==> src/design/lrupr_pkg.sv <==
package lrupr_pkg;

	localparam int PAGE_W  = 16;
	localparam int SLOT_W  = 3;
	localparam int CFG_W   = 4;
	localparam int FAULT_W = 16;

	localparam logic [CFG_W-1:0]   FRAME_COUNT_RST = 4'd8;
	localparam logic [FAULT_W-1:0] FAULT_MAX       = 16'hFFFF;

	typedef enum logic [1:0] {
		ST_IDLE,
		ST_COMPARE,
		ST_UPDATE
	} state_t;

	typedef struct packed {
		logic load_page;
		logic compare;
		logic commit;
	} cmd_t;

	typedef struct packed {
		logic out_free;
	} sts_t;

endpackage

==> src/design/lrupr_ctrl.sv <==
module lrupr_ctrl
	import lrupr_pkg::*;
(
	input  logic clk,
	input  logic arst_n,
	input  logic in_valid,
	output logic in_ready,
	input  sts_t sts,
	output cmd_t cmd
);

	state_t state_q;
	state_t state_nxt;

	always_ff @(posedge clk or negedge arst_n) begin
		if (!arst_n) begin
			state_q <= ST_IDLE;
		end else begin
			state_q <= state_nxt;
		end
	end

	always_comb begin
		state_nxt = state_q;
		unique case (state_q)
			ST_IDLE: begin
				if (in_valid) begin
					state_nxt = ST_COMPARE;
				end
			end
			ST_COMPARE: begin
				state_nxt = ST_UPDATE;
			end
			ST_UPDATE: begin
				if (sts.out_free) begin
					state_nxt = in_valid ? ST_COMPARE : ST_IDLE;
				end
			end
			default: begin
				state_nxt = ST_IDLE;
			end
		endcase
	end

	always_comb begin
		in_ready      = 1'b0;
		cmd.load_page = 1'b0;
		cmd.compare   = 1'b0;
		cmd.commit    = 1'b0;
		unique case (state_q)
			ST_IDLE: begin
				in_ready      = 1'b1;
				cmd.load_page = in_valid;
			end
			ST_COMPARE: begin
				cmd.compare = 1'b1;
			end
			ST_UPDATE: begin
				// commit and take the next reference in the same cycle
				in_ready      = sts.out_free;
				cmd.commit    = sts.out_free;
				cmd.load_page = sts.out_free & in_valid;
			end
			default: begin
				in_ready = 1'b0;
			end
		endcase
	end

endmodule

==> src/design/lrupr_datapath.sv <==
module lrupr_datapath
	import lrupr_pkg::*;
#(
	parameter int FRAMES = 8
) (
	input  logic               clk,
	input  logic               arst_n,
	input  cmd_t               cmd,
	output sts_t               sts,
	input  logic [PAGE_W-1:0]  page_number,
	input  logic               cfg_valid,
	input  logic [CFG_W-1:0]   frame_count,
	output logic               out_valid,
	input  logic               out_ready,
	output logic               hit,
	output logic [SLOT_W-1:0]  slot,
	output logic               replaced,
	output logic [PAGE_W-1:0]  evicted_page,
	output logic [FAULT_W-1:0] fault_total
);

	localparam int IDX_W  = (FRAMES > 1) ? $clog2(FRAMES) : 1;
	localparam int FILL_W = $clog2(FRAMES + 1);
	localparam int CMP_W  = (FILL_W > CFG_W) ? FILL_W : CFG_W;

	localparam logic [CMP_W-1:0] FRAMES_C = CMP_W'(FRAMES);

	logic [CFG_W-1:0]   frame_count_q;
	logic [PAGE_W-1:0]  page_q;
	logic [PAGE_W-1:0]  frame_page_q [FRAMES];
	logic [IDX_W-1:0]   rank_q [FRAMES];
	logic [FILL_W-1:0]  filled_q;
	logic [FAULT_W-1:0] fault_q;

	logic [PAGE_W-1:0]  page_s1;
	logic               hit_s1;
	logic               fill_s1;
	logic [IDX_W-1:0]   slot_s1;
	logic [IDX_W-1:0]   lim_s1;
	logic [PAGE_W-1:0]  evicted_s1;

	logic               out_valid_q;
	logic               hit_q;
	logic [SLOT_W-1:0]  slot_q;
	logic               replaced_q;
	logic [PAGE_W-1:0]  evicted_q;
	logic [FAULT_W-1:0] fault_out_q;

	logic [CMP_W-1:0]   limit;
	logic [FRAMES-1:0]  frame_vld;
	logic [FRAMES-1:0]  match;
	logic [FRAMES-1:0]  oldest;
	logic [FILL_W-1:0]  filled_m1;
	logic [IDX_W-1:0]   hit_idx;
	logic [IDX_W-1:0]   old_idx;
	logic [IDX_W-1:0]   hit_rank;
	logic [PAGE_W-1:0]  old_page;
	logic               any_hit;
	logic               can_fill;
	logic               do_replace;
	logic [FAULT_W-1:0] fault_nxt;

	always_ff @(posedge clk or negedge arst_n) begin
		if (!arst_n) begin
			frame_count_q <= FRAME_COUNT_RST;
		end else if (cfg_valid) begin
			frame_count_q <= frame_count;
		end
	end

	always_ff @(posedge clk) begin
		if (cmd.load_page) begin
			page_q <= page_number;
		end
	end

	// frame count clamped to 1..FRAMES
	always_comb begin
		if (frame_count_q == '0) begin
			limit = CMP_W'(1);
		end else if (CMP_W'(frame_count_q) > FRAMES_C) begin
			limit = FRAMES_C;
		end else begin
			limit = CMP_W'(frame_count_q);
		end
	end

	assign filled_m1 = filled_q - FILL_W'(1);

	// parallel tag compare and least recent search
	always_comb begin
		hit_idx  = '0;
		old_idx  = '0;
		hit_rank = '0;
		old_page = '0;
		for (int k = 0; k < FRAMES; k++) begin
			frame_vld[k] = FILL_W'(k) < filled_q;
			match[k]     = frame_vld[k] && (frame_page_q[k] == page_q);
			oldest[k]    = frame_vld[k] && (FILL_W'(rank_q[k]) == filled_m1);
			if (match[k]) begin
				hit_idx  = hit_idx | IDX_W'(k);
				hit_rank = hit_rank | rank_q[k];
			end
			if (oldest[k]) begin
				old_idx  = old_idx | IDX_W'(k);
				old_page = old_page | frame_page_q[k];
			end
		end
	end

	assign any_hit  = |match;
	assign can_fill = CMP_W'(filled_q) < limit;

	always_ff @(posedge clk) begin
		if (cmd.compare) begin
			page_s1 <= page_q;
			hit_s1  <= any_hit;
			fill_s1 <= !any_hit && can_fill;
			if (any_hit) begin
				slot_s1 <= hit_idx;
				lim_s1  <= hit_rank;
			end else if (can_fill) begin
				slot_s1 <= IDX_W'(filled_q);
				lim_s1  <= '0;
			end else begin
				slot_s1 <= old_idx;
				lim_s1  <= IDX_W'(filled_m1);
			end
			evicted_s1 <= (!any_hit && !can_fill) ? old_page : '0;
		end
	end

	assign do_replace = !hit_s1 && !fill_s1;
	assign fault_nxt  = (do_replace && fault_q != FAULT_MAX) ? fault_q + FAULT_W'(1) : fault_q;

	always_ff @(posedge clk) begin
		if (cmd.commit && !hit_s1) begin
			frame_page_q[slot_s1] <= page_s1;
		end
	end

	always_ff @(posedge clk or negedge arst_n) begin
		if (!arst_n) begin
			for (int k = 0; k < FRAMES; k++) begin
				rank_q[k] <= '0;
			end
			filled_q <= '0;
			fault_q  <= '0;
		end else if (cmd.commit) begin
			for (int k = 0; k < FRAMES; k++) begin
				if (IDX_W'(k) == slot_s1) begin
					rank_q[k] <= '0;
				end else if (frame_vld[k] && (fill_s1 || rank_q[k] < lim_s1)) begin
					rank_q[k] <= rank_q[k] + IDX_W'(1);
				end
			end
			if (fill_s1) begin
				filled_q <= filled_q + FILL_W'(1);
			end
			fault_q <= fault_nxt;
		end
	end

	always_ff @(posedge clk or negedge arst_n) begin
		if (!arst_n) begin
			out_valid_q <= 1'b0;
		end else if (cmd.commit) begin
			out_valid_q <= 1'b1;
		end else if (out_ready) begin
			out_valid_q <= 1'b0;
		end
	end

	always_ff @(posedge clk) begin
		if (cmd.commit) begin
			hit_q       <= hit_s1;
			slot_q      <= SLOT_W'(slot_s1);
			replaced_q  <= do_replace;
			evicted_q   <= evicted_s1;
			fault_out_q <= fault_nxt;
		end
	end

	assign sts.out_free = !out_valid_q || out_ready;

	assign out_valid    = out_valid_q;
	assign hit          = hit_q;
	assign slot         = slot_q;
	assign replaced     = replaced_q;
	assign evicted_page = evicted_q;
	assign fault_total  = fault_out_q;

endmodule

==> src/design/lru_page_replacement_top.sv <==
// the s1 registers hold the compare result, then the output register the result
//   once free; a new reference is taken only in idle or at commit, as compare of
//   the frame table, then the rank and frame update, share the one table
// reset: all frames empty, all ranks zero, fault count zero, frame_count 8
module lru_page_replacement_top
	import lrupr_pkg::*;
#(
	parameter int FRAMES = 8
) (
	input  logic               clk,
	input  logic               arst_n,
	input  logic               in_valid,
	output logic               in_ready,
	input  logic [PAGE_W-1:0]  page_number,
	output logic               out_valid,
	input  logic               out_ready,
	output logic               hit,
	output logic [SLOT_W-1:0]  slot,
	output logic               replaced,
	output logic [PAGE_W-1:0]  evicted_page,
	output logic [FAULT_W-1:0] fault_total,
	input  logic               cfg_valid,
	output logic               cfg_ready,
	input  logic [CFG_W-1:0]   frame_count
);

	cmd_t cmd;
	sts_t sts;

	assign cfg_ready = 1'b1;

	lrupr_ctrl u_ctrl (
		.clk      (clk),
		.arst_n   (arst_n),
		.in_valid (in_valid),
		.in_ready (in_ready),
		.sts      (sts),
		.cmd      (cmd)
	);

	lrupr_datapath #(
		.FRAMES (FRAMES)
	) u_datapath (
		.clk          (clk),
		.arst_n       (arst_n),
		.cmd          (cmd),
		.sts          (sts),
		.page_number  (page_number),
		.cfg_valid    (cfg_valid),
		.frame_count  (frame_count),
		.out_valid    (out_valid),
		.out_ready    (out_ready),
		.hit          (hit),
		.slot         (slot),
		.replaced     (replaced),
		.evicted_page (evicted_page),
		.fault_total  (fault_total)
	);

	a_hit_not_replaced: assert property (@(posedge clk) disable iff (!arst_n)
		out_valid |-> !(hit && replaced))
		else $error("hit and replaced both set");

	a_evicted_zero: assert property (@(posedge clk) disable iff (!arst_n)
		(out_valid && !replaced) |-> (evicted_page == '0))
		else $error("evicted page nonzero without replacement");

	a_fault_counted: assert property (@(posedge clk) disable iff (!arst_n)
		(out_valid && replaced) |-> (fault_total != '0))
		else $error("replacement with zero fault count");

	a_two_cycle_gap: assert property (@(posedge clk) disable iff (!arst_n)
		(in_valid && in_ready) |=> !in_ready)
		else $error("input taken in consecutive cycles");

endmodule
==> config.mk <==
export PLATFORM = sky130hd
export DESIGN_NAME = lru_page_replacement_top
export DESIGN_NICKNAME = d
export VERILOG_FILES = /design/src/design/lrupr_pkg.sv /design/src/design/lrupr_ctrl.sv /design/src/design/lrupr_datapath.sv /design/src/design/lru_page_replacement_top.sv
export SDC_FILE = /design/constraint.sdc
export NUM_CORES = 1
export LEC_CHECK = 0
export BUFFER_PORTS_ARGS = -buffer_cell sky130_fd_sc_hd__buf_2
export CORE_ASPECT_RATIO = 0.75
export CORE_MARGIN = 1
export CORE_UTILIZATION = 40
export DETAILED_ROUTE_END_ITERATION = 6
export PLACE_DENSITY = 0.56
export SLEW_MARGIN = 40
export SYNTH_ARGS = -nofsm -noshare
export SYNTH_HDL_FRONTEND = slang
export SYNTH_SLANG_ARGS = --single-unit
==> constraint.sdc <==
create_clock -name clk -period 2.7 [get_ports clk]
set_input_delay 0.405 -clock clk [delete_from_list [all_inputs] [get_ports clk]]
set_output_delay 0.405 -clock clk [all_outputs]
set_load 0.05 [all_outputs]
**Word level (Yosys, flattened, before mapping)**

Memory sizes are Yosys's and may differ from the RTL's.
Index checks and enable logic that the tools add are counted.

- Register bits after elaboration: 144
- Memory bits (writable): 128
- Bits of input ports: 25
- Output and inout bits: 40
- Logic and storage cells: 229
- Memories kept: 1

Memory list:

| memory | depth | width | read ports | clocked after Yosys merged registers in | wr ports | RTL line | source |
|---|---|---|---|---|---|---|---|
| u_datapath.frame_page_q | 8 | 16 | 8 | 0 | 1 | lrupr_datapath.sv:30 | `logic [PAGE_W-1:0] frame_page_q [FRAMES];` |

- $add $sub $neg: 11
- $lt $le $gt $ge: 18
- Equal/unequal tests: 28
- Multiplexer cells: 65
- Bitwise operators: 15
- Reduce and logical (&&, ||, !) cells: 66

Operators with widths:

| operator | count |
|---|---|
| $mux W16 | 9 |
| $eq A16 B16 Y1 | 8 |
| $or A16 B16 Y16 | 7 |
| $mux W3 | 36 |
| $eq A3 B4 Y1 | 8 |
| $logic_and A1 B1 Y1 | 29 |
| $add A3 B1 Y3 const B | 8 |
| $lt A3 B3 Y1 | 8 |
| $or A3 B3 Y3 | 7 |
| $reduce_and A2 Y1 | 10 |
| $reduce_bool A2 Y1 | 9 |
| $add A16 B1 Y16 const B | 1 |
| $lt A3 B4 Y1 const A | 4 |
| $ne A16 B16 Y1 const B | 1 |
| $eq A3 B3 Y1 const A | 4 |
| $mux W2 | 6 |
| $logic_or A1 B1 Y1 | 9 |
| $mux W1 | 9 |
| $lt A1 B4 Y1 const A | 2 |
| $lt A2 B4 Y1 const A | 2 |
| $mux W4 | 2 |
| $reduce_or A8 Y1 | 1 |
| $eq A2 B3 Y1 const A | 2 |
| $pmux W2 S3 | 1 |
| 15 further kinds | 20 |

**Longest topological paths before layout**

Gate-level depths: netlist of run 1.
An unclocked memory read counts as a cell.

- Depth in word-level cells: 19
- Mapped depth: 11
- Gate-level depth less buffers: 9

**Hierarchy**

Synthesis of run 1 repeated with hierarchy kept, for this count alone.

- Cell total of the unflattened synthesis: 935
- Area, all modules: 12966.2 um^2

By module, submodules not included:

| module | instances | cells an instance | area an instance (um^2) | seq. area each (um^2) |
|---|---|---|---|---|
| lrupr_datapath | 1 | 921 | 12829.8 | 7863.8 |
| lrupr_ctrl | 1 | 12 | 125.1 | 50.0 |
| lru_page_replacement_top | 1 | 2 | 11.3 | 0.0 |

**Worst setup path after synthesis of run 1**

Ideal clock, no wire load.

- Path type: register -> register
- Start: register u_datapath.out_valid_q (netlist: u_datapath.out_valid)
- End: register u_datapath.rank_q[21] in the netlist's numbering
- Setup time: 0.087 ns
- Arrival: 2.984 ns
- Data required time: 2.613 ns
- Path slack: -0.371 ns
- Stages on the path, launching flop included: 9
- Path buffers: 3
- Clock period less this slack: 3.071 ns
- Cell sequence: dfrtp_1 nand2b_1 nand2b_1 clkbuf_1 inv_1 clkbuf_1 buf_1 nand3_1 o21ai_0

RTL lines:

| element | RTL line | source |
|---|---|---|
| start: declaration | lrupr_datapath.sv:42 | `logic out_valid_q;` |
| start signal: assignment | lrupr_datapath.sv:166 | `out_valid_q <= 1'b0;` |
| start signal: assignment | lrupr_datapath.sv:168 | `out_valid_q <= 1'b1;` |
| start signal: assignment | lrupr_datapath.sv:170 | `out_valid_q <= 1'b0;` |
| end signal: indexed assignment | lrupr_datapath.sv:154 | `rank_q[k] <= rank_q[k] + IDX_W'(1);` |
| end: declaration | lrupr_datapath.sv:31 | `logic [IDX_W-1:0] rank_q [FRAMES];` |

**Worst setup path after layout of run 1**

- Start: register u_datapath.page_q[4]
- End: register u_datapath.evicted_s1[13] (data pin)

- Longest elaborated chain between the ends: 5
- Elaborated cells on any way between the ends: 19
- Those cells by class: eq/ne (8); reduce/logical (11)

Ends and longest elaborated chain:

| element | RTL line | source |
|---|---|---|
| start: declaration | lrupr_datapath.sv:29 | `logic [PAGE_W-1:0] page_q;` |
| start signal: assignment | lrupr_datapath.sv:73 | `page_q <= page_number;` |
| $eq A16 B16 Y1 | lrupr_datapath.sv:98 | `match[k] = frame_vld[k] && (frame_page_q[k] == page_q);` |
| $logic_and A1 B1 Y1 | lrupr_datapath.sv:98 |  |
| $reduce_or A8 Y1 (*) | lrupr_datapath.sv:111 | `assign any_hit = \|match;` |
| $logic_not A1 Y1 (*) | lrupr_datapath.sv:129 | `evicted_s1 <= (!any_hit && !can_fill) ? old_page : '0;` |
| $logic_and A1 B1 Y1 (*) | lrupr_datapath.sv:129 |  |
| end signal: assignment | lrupr_datapath.sv:129 |  |
| end: declaration | lrupr_datapath.sv:40 | `logic [PAGE_W-1:0] evicted_s1;` |

Mark *: on every way between the ends. The rest lies on a longest branch, timed or not.
A chain may end at the register's enable or synchronous reset.

==> results of run 1 <==
through the flow:
stage / instance area [um^2] / utilization, % / hold slack [ps] / std cells / power, mW
6_report: 15300 / 48.5 / 22.8 / 1520 / 13.7
5_1_grt: 15300 / 48.5 / 0.471 / 1520 / 14.4
4_1_cts: 15200 / 48.4 / 0.115 / 1517 / 13.7
3_5_place_dp: 14300 / 45.5 / 324 / 1462 / 10.0
3_3_place_gp: 14300 / 45.5 / 323 / 1462 / 9.95
2_1_floorplan: 12900 / - / 109 / 942 / 8.29
metal layers:
layer	global-route usage, %	vias up	wire [um]
li1	-	3854	-
met1	35.3	4219	18000
met2	30.0	369	14000
met3	6.11	41	3500
met4	4.66	0	669
met5	0	-	0
final cells by class:
type | count | area, um^2
tap | 406 | 508
clock buffer | 30 | 708
sequential | 272 | 7910
inverter | 11 | 41.3
multi-input combinational | 615 | 4730
fill | 2724 | 16200
timing repair buffer | 166 | 1230
clock inverter | 20 | 141
logic make-up after synthesis:
| family | synth area share, % |
|---|---|
| other | 0.0291 |
| buffers and inverters | 2.48 |
| multiplexers | 0.592 |
| adder cells (fa/ha/maj) | 3.11 |
| AO/OA/AOI/OAI | 9.18 |
| flip-flops | 61.4 |
| AND/OR/NAND/NOR | 9.71 |
| XOR/XNOR | 13.5 |
cell usage after synthesis, types with 5 or more instances:
cell type	count	share of area, %
a31oi_1	16	0.78
clkbuf_1	10	0.29
xor2_1	60	4.1
mux2_2	5	0.44
nor4_1	16	0.78
nand2b_1	12	0.58
a221oi_1	20	1.4
nor3_2	7	0.54
nor3_1	15	0.58
buf_2	9	0.35
a21o_1	11	0.64
nand3_1	35	1.4
xnor2_1	132	9.0
ha_1	32	3.1
buf_4	17	0.99
a32o_1	5	0.39
a21oi_1	16	0.62
nand4_1	25	1.2
edfxtp_1	221	52
inv_1	11	0.32
buf_6	5	0.44
a22o_1	20	1.4
o21ai_0	23	0.89
a22oi_1	36	2.1
nor2_1	23	0.67
nand2_1	49	1.4
o211a_1	5	0.39
dfrtp_1	50	9.7
and3_1	7	0.34
state kept, by name, summed over array words and instances, names as in the netlist:
register	flops
u_datapath.slot_s1	3
u_datapath.page_q	16
u_datapath.rank_q	24
u_datapath.fill_s1	1
u_datapath.out_valid	1
u_ctrl.state_q	2
u_datapath.replaced	1
u_datapath.frame_count_q	4
u_datapath.hit	1
u_datapath.lim_s1	3
u_datapath.evicted_s1	16
u_datapath.fault_q	16
u_datapath.slot	3
u_datapath.fault_total	16
u_datapath.page_s1	16
u_datapath.frame_page_q	128
u_datapath.evicted_page	16
u_datapath.hit_s1	1
u_datapath.filled_q	4
worst max path at each step:
stage	slack, ps	cells after the start	start	endpoint
2_1_floorplan	-60	5	u_datapath.out_valid	u_datapath.frame_page_q[6][0]
3_3_place_gp	-9	8	u_datapath.filled_q[0]	u_datapath.evicted_s1[10]
3_5_place_dp	60	11	u_datapath.filled_q[0]	u_datapath.evicted_s1[8]
4_1_cts	40	11	u_datapath.filled_q[0]	u_datapath.evicted_s1[8]
5_1_grt	-7	9	u_datapath.filled_q[0]	u_datapath.evicted_s1[13]
6_report	60	9	u_datapath.page_q[4]	u_datapath.evicted_s1[13]
power groups by stage:
| stage | sequential (mW) | clock (mW) | combinational, mW |
|---|---|---|---|
| floorplan | 5.62 | 0 | 2.67 |
| global placement | 5.64 | 0 | 4.31 |
| detailed placement | 5.64 | 0 | 4.38 |
| CTS | 5.56 | 3.73 | 4.40 |
| global route | 5.63 | 3.89 | 4.84 |
| finish | 5.58 | 3.64 | 4.48 |
what timing repair did:
| action | in CTS | in global routing |
|---|---|---|
| setup endpoints to repair | 0 | 12 |
| hold buffers | 5 | 1 |
| buffers inserted | 0 | 2 |
| resized for setup | 0 | 6 |
| endpoints found under the hold margin | 16 | 1 |
==> results by group, run 1 <==
Worst setup path
  • Reg2reg start: u_datapath.page_q[4]
  • Crit path top cell by count: buf_12
  • Delay-heaviest family, CP: simple AND/OR/NAND/NOR gates
  • Slowest CP cell: edfxtp_1
  • Critical Path RT: 3000 ps
  • CP peak stage delay: 520 ps
  • R2R setup slack: 60 ps
  • Critical path class: reg -> reg
  • Crit-path cells: buf_12 -> xnor2_1 -> nand4_1 -> nor4_1 -> and3_1 -> nor4_4 -> nand3_2 -> buf_12 -> a31oi_1
  • CP Max Fanout: 10
  • Reg2reg end: u_datapath.evicted_s1[13]
  • Worst EP arrival: 2940 ps
  • Critical Path Start Type: flip-flop
  • CP Capture Type: flip-flop
  • Buf/Inv on CP: 2
  • Worst r2r path cells: 9

Power and ir drop
  • Sw Ratio: 34.6%
  • Internal Power: 8.96 mW
  • Total leakage power: 5.47 nW
  • Seq pwr share: 40.7%
  • Gate power share: 32.7%
  • PD cells: 897 mW/mm^2
  • Net Sw Power: 4.74 mW
  • Clk pwr share: 26.6%
  • Worst VDD drop: 0.528 mV

Synth
  • Synth cell types: 57
  • Post-Synthesis Cells: 942
  • Syn Nets: 999
  • Synth Area per Inst: 13.7 um^2
  • Synth warn: 0
  • Post-synth EDFFs: 221
  • Main synth FF type: edfxtp_1
  • Register bit total from synthesis: 272
  • Post-Synthesis Cell Area: 0.0129 mm^2
  • Sequential share of the synthesized area: 61.4%
  • FFs w/ async S/R, synth: 18.8%

Timing
  • PnR worst setup slack: 60.1 ps
  • Setup TNS: 0 ps
  • Layout Skew: 11.0 ps
  • Fin. Hold Viols: 0
  • Final Cycle Share: 97.8%
  • Max-Slew Margin vs Limit: 43.1%
  • Minimum clock period: 2640 ps
  • Slew @ Worst Pin: 849 ps
  • Fmax: 379 MHz
  • Setup violators final: 0
  • Slew Viols, Final: 0
  • RSZ-0062 raised after global routing: true

Global route
  • First-pass GRT wire length: 53800 um
  • Antenna violations before repair: 0
  • Pin count of the biggest net entering global routing: 54
  • Global-route usage over all layers: 22.4%
  • Vias in the first global route: 8106
  • Overflow after GRT: 0

Clock tree
  • Root Buffer: clkbuf_16
  • CTS Sinks: 272
  • Worst-path clk slew: 70 ps
  • Clk_lat worst skew: 560 ps
  • CTS tree: built
  • CTS buffer count: 28
  • H-tree levels: 1
  • CTS max path bufs: 3

Placement
  • DP HPWL: 25400 um
  • I/O Buffers: 63
  • Pre-CTS setup slack: 60.7 ps
  • Routability Congestion: 0.949

Floorplanning
  • Die Area: 0.0329 mm^2
  • Die W: 209 um
  • Core box area: 0.0315 mm^2
  • FP Rows: 56
  • Initial core utilization: 41.0%
  • Ports: 65
  • Die H: 157 um

Cells and area
  • Commonest non-fill, non-tap cells in the layout: 221 x edfxtp_1, 131 x xnor2_1, 87 x buf_4, 63 x buf_2, 60 x xor2_1
  • Commonest non-fill, non-tap cell in the layout: edfxtp_1
  • Layout cells sized above 1: 22.1%
  • Syn-to-layout area delta: 18.5%
  • Fin nets: 1151
  • Antenna cells: 0

Routing
  • DRT iter0 DRCs: 921
  • Post-DR wirelength/cell: 23.8 um
  • Routed WL: 36100 um
  • DR DRC count: 0
  • Drt via density: 5.58
  • ANT nets after route: 0
  • Via count: 8483
  • First-pass DRT Iterations: 5

Worst hold path
  • HP Start: page_number[13]
  • WHS Path Cells: 1
  • Worst hold path class: in -> reg
  • Hold endpoint: u_datapath.page_q[13]

Status
  • Status: finished clean

Run
  • Max Cap Viol: 0
Note: power is estimated with default switching activity, not from simulation.
==> inputs of run 2 (changes only) <==
--- a/config.mk
+++ b/config.mk
@@ -11,6 +11,7 @@
 export CORE_UTILIZATION = 40
 export DETAILED_ROUTE_END_ITERATION = 6
 export PLACE_DENSITY = 0.56
+export RECOVER_POWER = 100
 export SLEW_MARGIN = 40
 export SYNTH_ARGS = -nofsm -noshare
 export SYNTH_HDL_FRONTEND = slang
==> results by group, run 2 (synthesized netlist as in run 1, its figures left out) <==
Status
  • Status: finished clean

Floorplanning
  • Die H: 157 um (unchanged)
  • FP Rows: 56 (unchanged)
  • Die W: 209 um (unchanged)
  • Ports: 65 (unchanged)
  • Core box area: 0.0315 mm^2 (unchanged)
  • Initial core utilization: 41.0% (unchanged)
  • Die Area: 0.0329 mm^2 (unchanged)

Clock tree
  • CTS max path bufs: 3 (unchanged)
  • Root Buffer: clkbuf_16
  • CTS Sinks: 272 (unchanged)
  • H-tree levels: 1 (unchanged)
  • CTS buffer count: 28 (unchanged)
  • Clk_lat worst skew: 560 ps (about the same)
  • Worst-path clk slew: 60 ps (about the same)
  • CTS tree: built

Worst hold path
  • Worst hold path class: in -> reg

Cells and area
  • Non-Filler Instances: 1520 (unchanged)
  • Top reg by flops: u_datapath.frame_page_q
  • Top Registers: u_datapath.frame_page_q (128), u_datapath.rank_q (24)
  • Filler cells: 2769 (+1.7%)
  • Register area: 0.00791 mm^2 (unchanged)
  • Antenna cells: 0 (unchanged)
  • Layout cells sized above 1: 16.4% (-5.7 points)
  • Syn-to-layout area delta: 17.2%
  • Commonest non-fill, non-tap cell in the layout: edfxtp_1
  • Commonest non-fill, non-tap cells in the layout: 221 x edfxtp_1, 131 x xnor2_1, 64 x buf_4, 60 x xor2_1, 55 x clkbuf_1
  • Finished Core Util: 48.0% (-0.54 points)
  • Multi-input gate area: 0.00468 mm^2 (-1.0%)
  • Max reg flops: 128 (unchanged)
  • Fin nets: 1151 (unchanged)

Power and ir drop
  • Worst VDD drop: 0.528 mV (+0.10%)
  • PD cells: 905 mW/mm^2 (+0.84%)
  • Total leakage power: 5.31 nW (-3.0%)

Routing
  • DR DRC count: 0 (unchanged)
  • Post-DR wirelength/cell: 23.8 um (about the same)
  • First-pass DRT Iterations: 5 (unchanged)
  • Drt via density: 5.56 (-0.35%)
  • ANT nets after route: 0 (unchanged)
  • DRT iter0 DRCs: 943 (+2.4%)
  • Via count: 8453 (-0.35%)
  • Routed WL: 36100 um (about the same)

Worst setup path
  • Critical Path RT: 3090 ps (+90 ps)
  • CP peak stage delay: 380 ps (-140 ps)
  • Critical path class: reg -> reg
  • Slowest CP cell: dfrtp_1
  • Buf/Inv on CP: 5 (+3)
  • Crit path top cell by count: buf_4
  • CP Capture Type: flip-flop
  • Crit-path cells: buf_4 -> buf_4 -> ha_1 -> o21ai_1 -> clkbuf_4 -> nand3_1 -> nor3_4 -> buf_4 -> buf_4 -> a22oi_1 -> a31oi_1
  • Worst EP arrival: 3030 ps (+90 ps)
  • CP Max Fanout: 12 (+2)
  • Critical Path Start Type: flip-flop
  • Delay-heaviest family, CP: buffers and inverters

Timing
  • Minimum clock period: 2640 ps (+0.279 ps)
  • Fin. Hold Viols: 0 (unchanged)
  • Slew Viols, Final: 0 (unchanged)
  • Layout Skew: 11.6 ps (+0.608 ps)
  • Final Cycle Share: 97.8% (about the same)
  • Min Hold Slack: 21.3 ps (-1.50 ps)
  • Fmax: 379 MHz (about the same)
  • Setup violators final: 0 (unchanged)
  • RSZ-0062 raised after global routing: true
  • Max-Slew Margin vs Limit: 12.2% (-31 points)
  • Slew @ Worst Pin: 1320 ps (+469 ps)

Placement
  • Routability Congestion: 0.949 (unchanged)
  • I/O Buffers: 63 (unchanged)
  • DP HPWL: 25400 um (unchanged)
  • Placed cells: 1462 (unchanged)

Global route
  • Pin count of the biggest net entering global routing: 54 (unchanged)
  • First-pass GRT wire length: 53800 um (unchanged)
  • Vias in the first global route: 8106 (unchanged)
  • Global-route usage over all layers: 22.4% (unchanged)
  • Overflow after GRT: 0 (unchanged)
  • Antenna violations before repair: 0 (unchanged)

Run
  • Max Cap Viol: 0 (unchanged)
==> run 2: area by class of cell <==
| type | count | area share (%) |
|---|---|---|
| tap | 406 | 3.36 |
| multi-input combinational | 615 | 31.0 |
| inverter | 11 | 0.273 |
| sequential | 272 | 52.4 |
| clock inverter | 20 | 0.936 |
| clock buffer | 30 | 4.69 |
| timing repair buffer | 166 | 7.33 |
==> run 2: per-stage QoR <==
stage / setup slack [ps] / setup TNS (ps) / area [um^2] / total power [mW]
final: 59.8 / 0 / 15100 / 13.7
after CTS: 39.4 / 0 / 15200 / 13.7
after detailed placement: 60.7 / 0 / 14300 / 10.0
after global routing: -7.04 / -7.04 / 15100 / 14.3
after floorplan: -60.4 / -6770 / 12900 / 8.29
after global placement: -9.03 / -13.2 / 14300 / 9.95
==> run 2: per-layer routing <==
layer  part of all wire [%]  global-route usage [%]  vias up
met2                     38                    30.0      369
met3                     10                    6.11       37
met4                    1.8                    4.66        0
met5                      0                       0        -
li1                       -                       -     3860
met1                     50                    35.3     4187
==> run 2: worst paths after layout <==
path                                           startpoint                           to  slack (ps)  depth (start not counted)
worst max-delay path               u_datapath.filled_q[0]     u_datapath.evicted_s1[8]          60                         11
worst min-delay path                      page_number[13]        u_datapath.page_q[13]          20                          1
worst max register to register     u_datapath.filled_q[0]     u_datapath.evicted_s1[8]          60                         11
worst min register to register  u_datapath.evicted_s1[11]  u_datapath.evicted_page[11]         420                          0
max in group asynchronous                          arst_n        u_datapath.rank_q[10]        1090                          3
min in group asynchronous                          arst_n        u_datapath.rank_q[16]         450                          2
==> run 2: repair_timing <==
item,4_1_cts,5_1_grt
resized for setup,0,6
setup endpoints to repair,0,12
hold buffers,5,1
setup buffers,0,2
hold endpoints to repair,16,1
==> run 2: worst register-to-register path: stages, from the launching register on <==
cell      delay [ps]
dfrtp_1          380
buf_4            150
buf_4            200
ha_1             220
o21ai_1          270
clkbuf_4         210
nand3_1          140
nor3_4           310
buf_4            220
buf_4            130
a22oi_1           70
a31oi_1          180
==> run 2: where the power goes <==
| part | leakage [nW] | switching [mW] | internal (mW) | total (mW) |
|---|---|---|---|---|
| Sequential | 2.65 | 0.508 | 5.08 | 5.58 |
| Combinational | 2.24 | 2.58 | 1.86 | 4.44 |
| Clock | 0.418 | 1.65 | 1.99 | 3.64 |
==> inputs of run 3 (changes only) <==
--- a/config.mk
+++ b/config.mk
@@ -11,7 +11,7 @@
 export CORE_UTILIZATION = 40
 export DETAILED_ROUTE_END_ITERATION = 6
 export PLACE_DENSITY = 0.56
-export RECOVER_POWER = 100
+export RECOVER_POWER = 25
 export SLEW_MARGIN = 40
 export SYNTH_ARGS = -nofsm -noshare
 export SYNTH_HDL_FRONTEND = slang
==> results by group, run 3 (synthesized netlist as in run 1, its figures left out) <==
Clock tree
  • Worst-path clk slew: 70 ps (about the same)
  • Root Buffer: clkbuf_16
  • CTS Sinks: 272 (unchanged)
  • CTS max path bufs: 3 (unchanged)
  • Clk_lat worst skew: 560 ps (about the same)
  • CTS buffer count: 28 (unchanged)
  • CTS tree: built
  • H-tree levels: 1 (unchanged)

Cells and area
  • Layout cells sized above 1: 21.7% (+5.3 points)
  • Filler cells: 2725 (-1.6%)
  • Antenna cells: 0 (unchanged)
  • Top reg by flops: u_datapath.frame_page_q
  • Fin nets: 1151 (unchanged)
  • Non-Filler Instances: 1520 (unchanged)
  • Commonest non-fill, non-tap cell in the layout: edfxtp_1
  • Max reg flops: 128 (unchanged)
  • Syn-to-layout area delta: 18.5%
  • Design Area, Final: 0.0153 mm^2 (+1.1%)
  • Commonest non-fill, non-tap cells in the layout: 221 x edfxtp_1, 131 x xnor2_1, 87 x buf_4, 60 x xor2_1, 59 x buf_2
  • Top Registers: u_datapath.frame_page_q (128), u_datapath.rank_q (24)

Placement
  • Routability Congestion: 0.949 (unchanged)
  • Pre-CTS setup slack: 60.7 ps (unchanged)
  • DP HPWL: 25400 um (unchanged)
  • Placed cells: 1462 (unchanged)
  • I/O Buffers: 63 (unchanged)
  • DP Area: 0.0143 mm^2 (unchanged)

Worst setup path
  • Critical Path RT: 3000 ps (-90 ps)
  • R2R setup slack: 60 ps (about the same)
  • Critical path class: reg -> reg
  • CP startpoint: u_datapath.page_q[4]
  • Critical Path Start Type: flip-flop
  • Reg2reg end: u_datapath.evicted_s1[13]
  • Reg2reg start: u_datapath.page_q[4]
  • CP Max Fanout: 10 (-2)
  • Worst r2r path cells: 9 (-2)
  • CP Capture Type: flip-flop
  • Worst EP arrival: 2940 ps (-90 ps)

Routing
  • First-pass DRT Iterations: 5 (unchanged)
  • Via count: 8466 (+0.15%)
  • DR DRC count: 0 (unchanged)
  • DRT iter0 DRCs: 921 (-2.3%)
  • Post-DR wirelength/cell: 23.8 um (about the same)
  • ANT nets after route: 0 (unchanged)
  • Routed WL: 36100 um (about the same)
  • Drt via density: 5.57 (+0.15%)

Timing
  • PnR worst setup slack: 60.6 ps (+0.757 ps)
  • RSZ-0062 raised after global routing: true
  • Final Cycle Share: 97.8% (about the same)
  • Max-Slew Margin vs Limit: 43.1% (+31 points)
  • Fmax: 379 MHz (about the same)
  • Layout Skew: 9.27 ps (-2.34 ps)
  • Slew @ Worst Pin: 849 ps (-469 ps)
  • Fin. Hold Viols: 0 (unchanged)
  • Minimum clock period: 2640 ps (-0.757 ps)
  • Slew Viols, Final: 0 (unchanged)
  • Setup violators final: 0 (unchanged)

Floorplanning
  • Die H: 157 um (unchanged)
  • FP Rows: 56 (unchanged)
  • Die W: 209 um (unchanged)
  • Core box area: 0.0315 mm^2 (unchanged)
  • Ports: 65 (unchanged)
  • Initial core utilization: 41.0% (unchanged)
  • Die Area: 0.0329 mm^2 (unchanged)

Power and ir drop
  • Tot Pwr: 13.7 mW (+0.28%)
  • Worst VDD drop: 0.531 mV (+0.54%)
  • PD cells: 897 mW/mm^2 (-0.80%)
  • Total leakage power: 5.46 nW (+2.9%)

Status
  • Status: finished clean

Worst hold path
  • WHS Path Cells: 1 (unchanged)
  • Hold endpoint: u_datapath.page_q[13]
  • Worst hold path class: in -> reg
  • HP Start: page_number[13]

Global route
  • Antenna violations before repair: 0 (unchanged)
  • First-pass GRT wire length: 53800 um (unchanged)
  • Pin count of the biggest net entering global routing: 54 (unchanged)
  • Global-route usage over all layers: 22.4% (unchanged)
  • Vias in the first global route: 8106 (unchanged)
  • Overflow after GRT: 0 (unchanged)

Run
  • Max Cap Viol: 0 (unchanged)
-- run 3: cell count changes in the layout (fill, tap and decap cells not counted), moves of 2 or more --
cell	previous run	this run
buf_4	64	87
and2_1	1	3
nor4_1	17	15
nor3_2	5	12
clkbuf_1	55	6
and2_0	2	0
nor4_2	2	4
clkbuf_2	12	0
buf_2	20	59
nor3_1	15	8
-- run 3: area by class of cell --
cell class	instances	area [um^2]	share of cell area, %
sequential	272	7910	51.8
multi-input combinational	615	4730	31.0
timing repair buffer	166	1220	8.02
clock buffer	30	708	4.64
tap	406	508	3.33
clock inverter	20	141	0.926
inverter	11	41.3	0.270
-- run 3: per-stage QoR --
step                hold slack [ps]  util (%)  TNS [ps]
CTS                           0.115      48.4         0
global route                  0.471      48.5     -7.04
floorplan                       109         -     -6770
finish                         22.6      48.5         0
detailed placement              324      45.5         0
global placement                323      45.5     -13.2
-- run 3: power breakdown --
part	leakage [nW]	total [mW]	switching, mW	internal (mW)
sequential	2.65	5.58	0.507	5.07
clock	0.418	3.64	1.65	1.99
combinational	2.39	4.48	2.59	1.89
-- run 3: critical path: stages, from the launching register on --
cell	delay (ps)
edfxtp_1	520
buf_12	200
xnor2_1	290
nand4_1	210
nor4_1	400
and3_1	310
nor4_4	80
nand3_2	130
buf_12	160
a31oi_1	60
-- run 3: layer usage --
metal | global-route usage, % | vias up | part of all wire, %
met5 | 0 | - | 0
met4 | 4.66 | 0 | 1.8
met3 | 6.11 | 39 | 9.6
met2 | 30.0 | 361 | 39
met1 | 35.3 | 4212 | 50
li1 | - | 3854 | -
-- run 3: worst max-delay path by stage --
stage | end | slack [ps] | cells past startpoint
after floorplan | u_datapath.frame_page_q[6][0] | -60 | 5
after global placement | u_datapath.evicted_s1[10] | -9 | 8
after detailed placement | u_datapath.evicted_s1[8] | 60 | 11
after CTS | u_datapath.evicted_s1[8] | 40 | 11
after global routing | u_datapath.evicted_s1[13] | -7 | 9
final | u_datapath.evicted_s1[13] | 60 | 9
-- run 3: timing repair --
item / in CTS / in global routing
setup buffers: 0 / 2
hold buffers: 5 / 1
gates resized for setup: 0 / 6
setup endpoints to repair: 0 / 12
hold endpoints to repair: 16 / 1
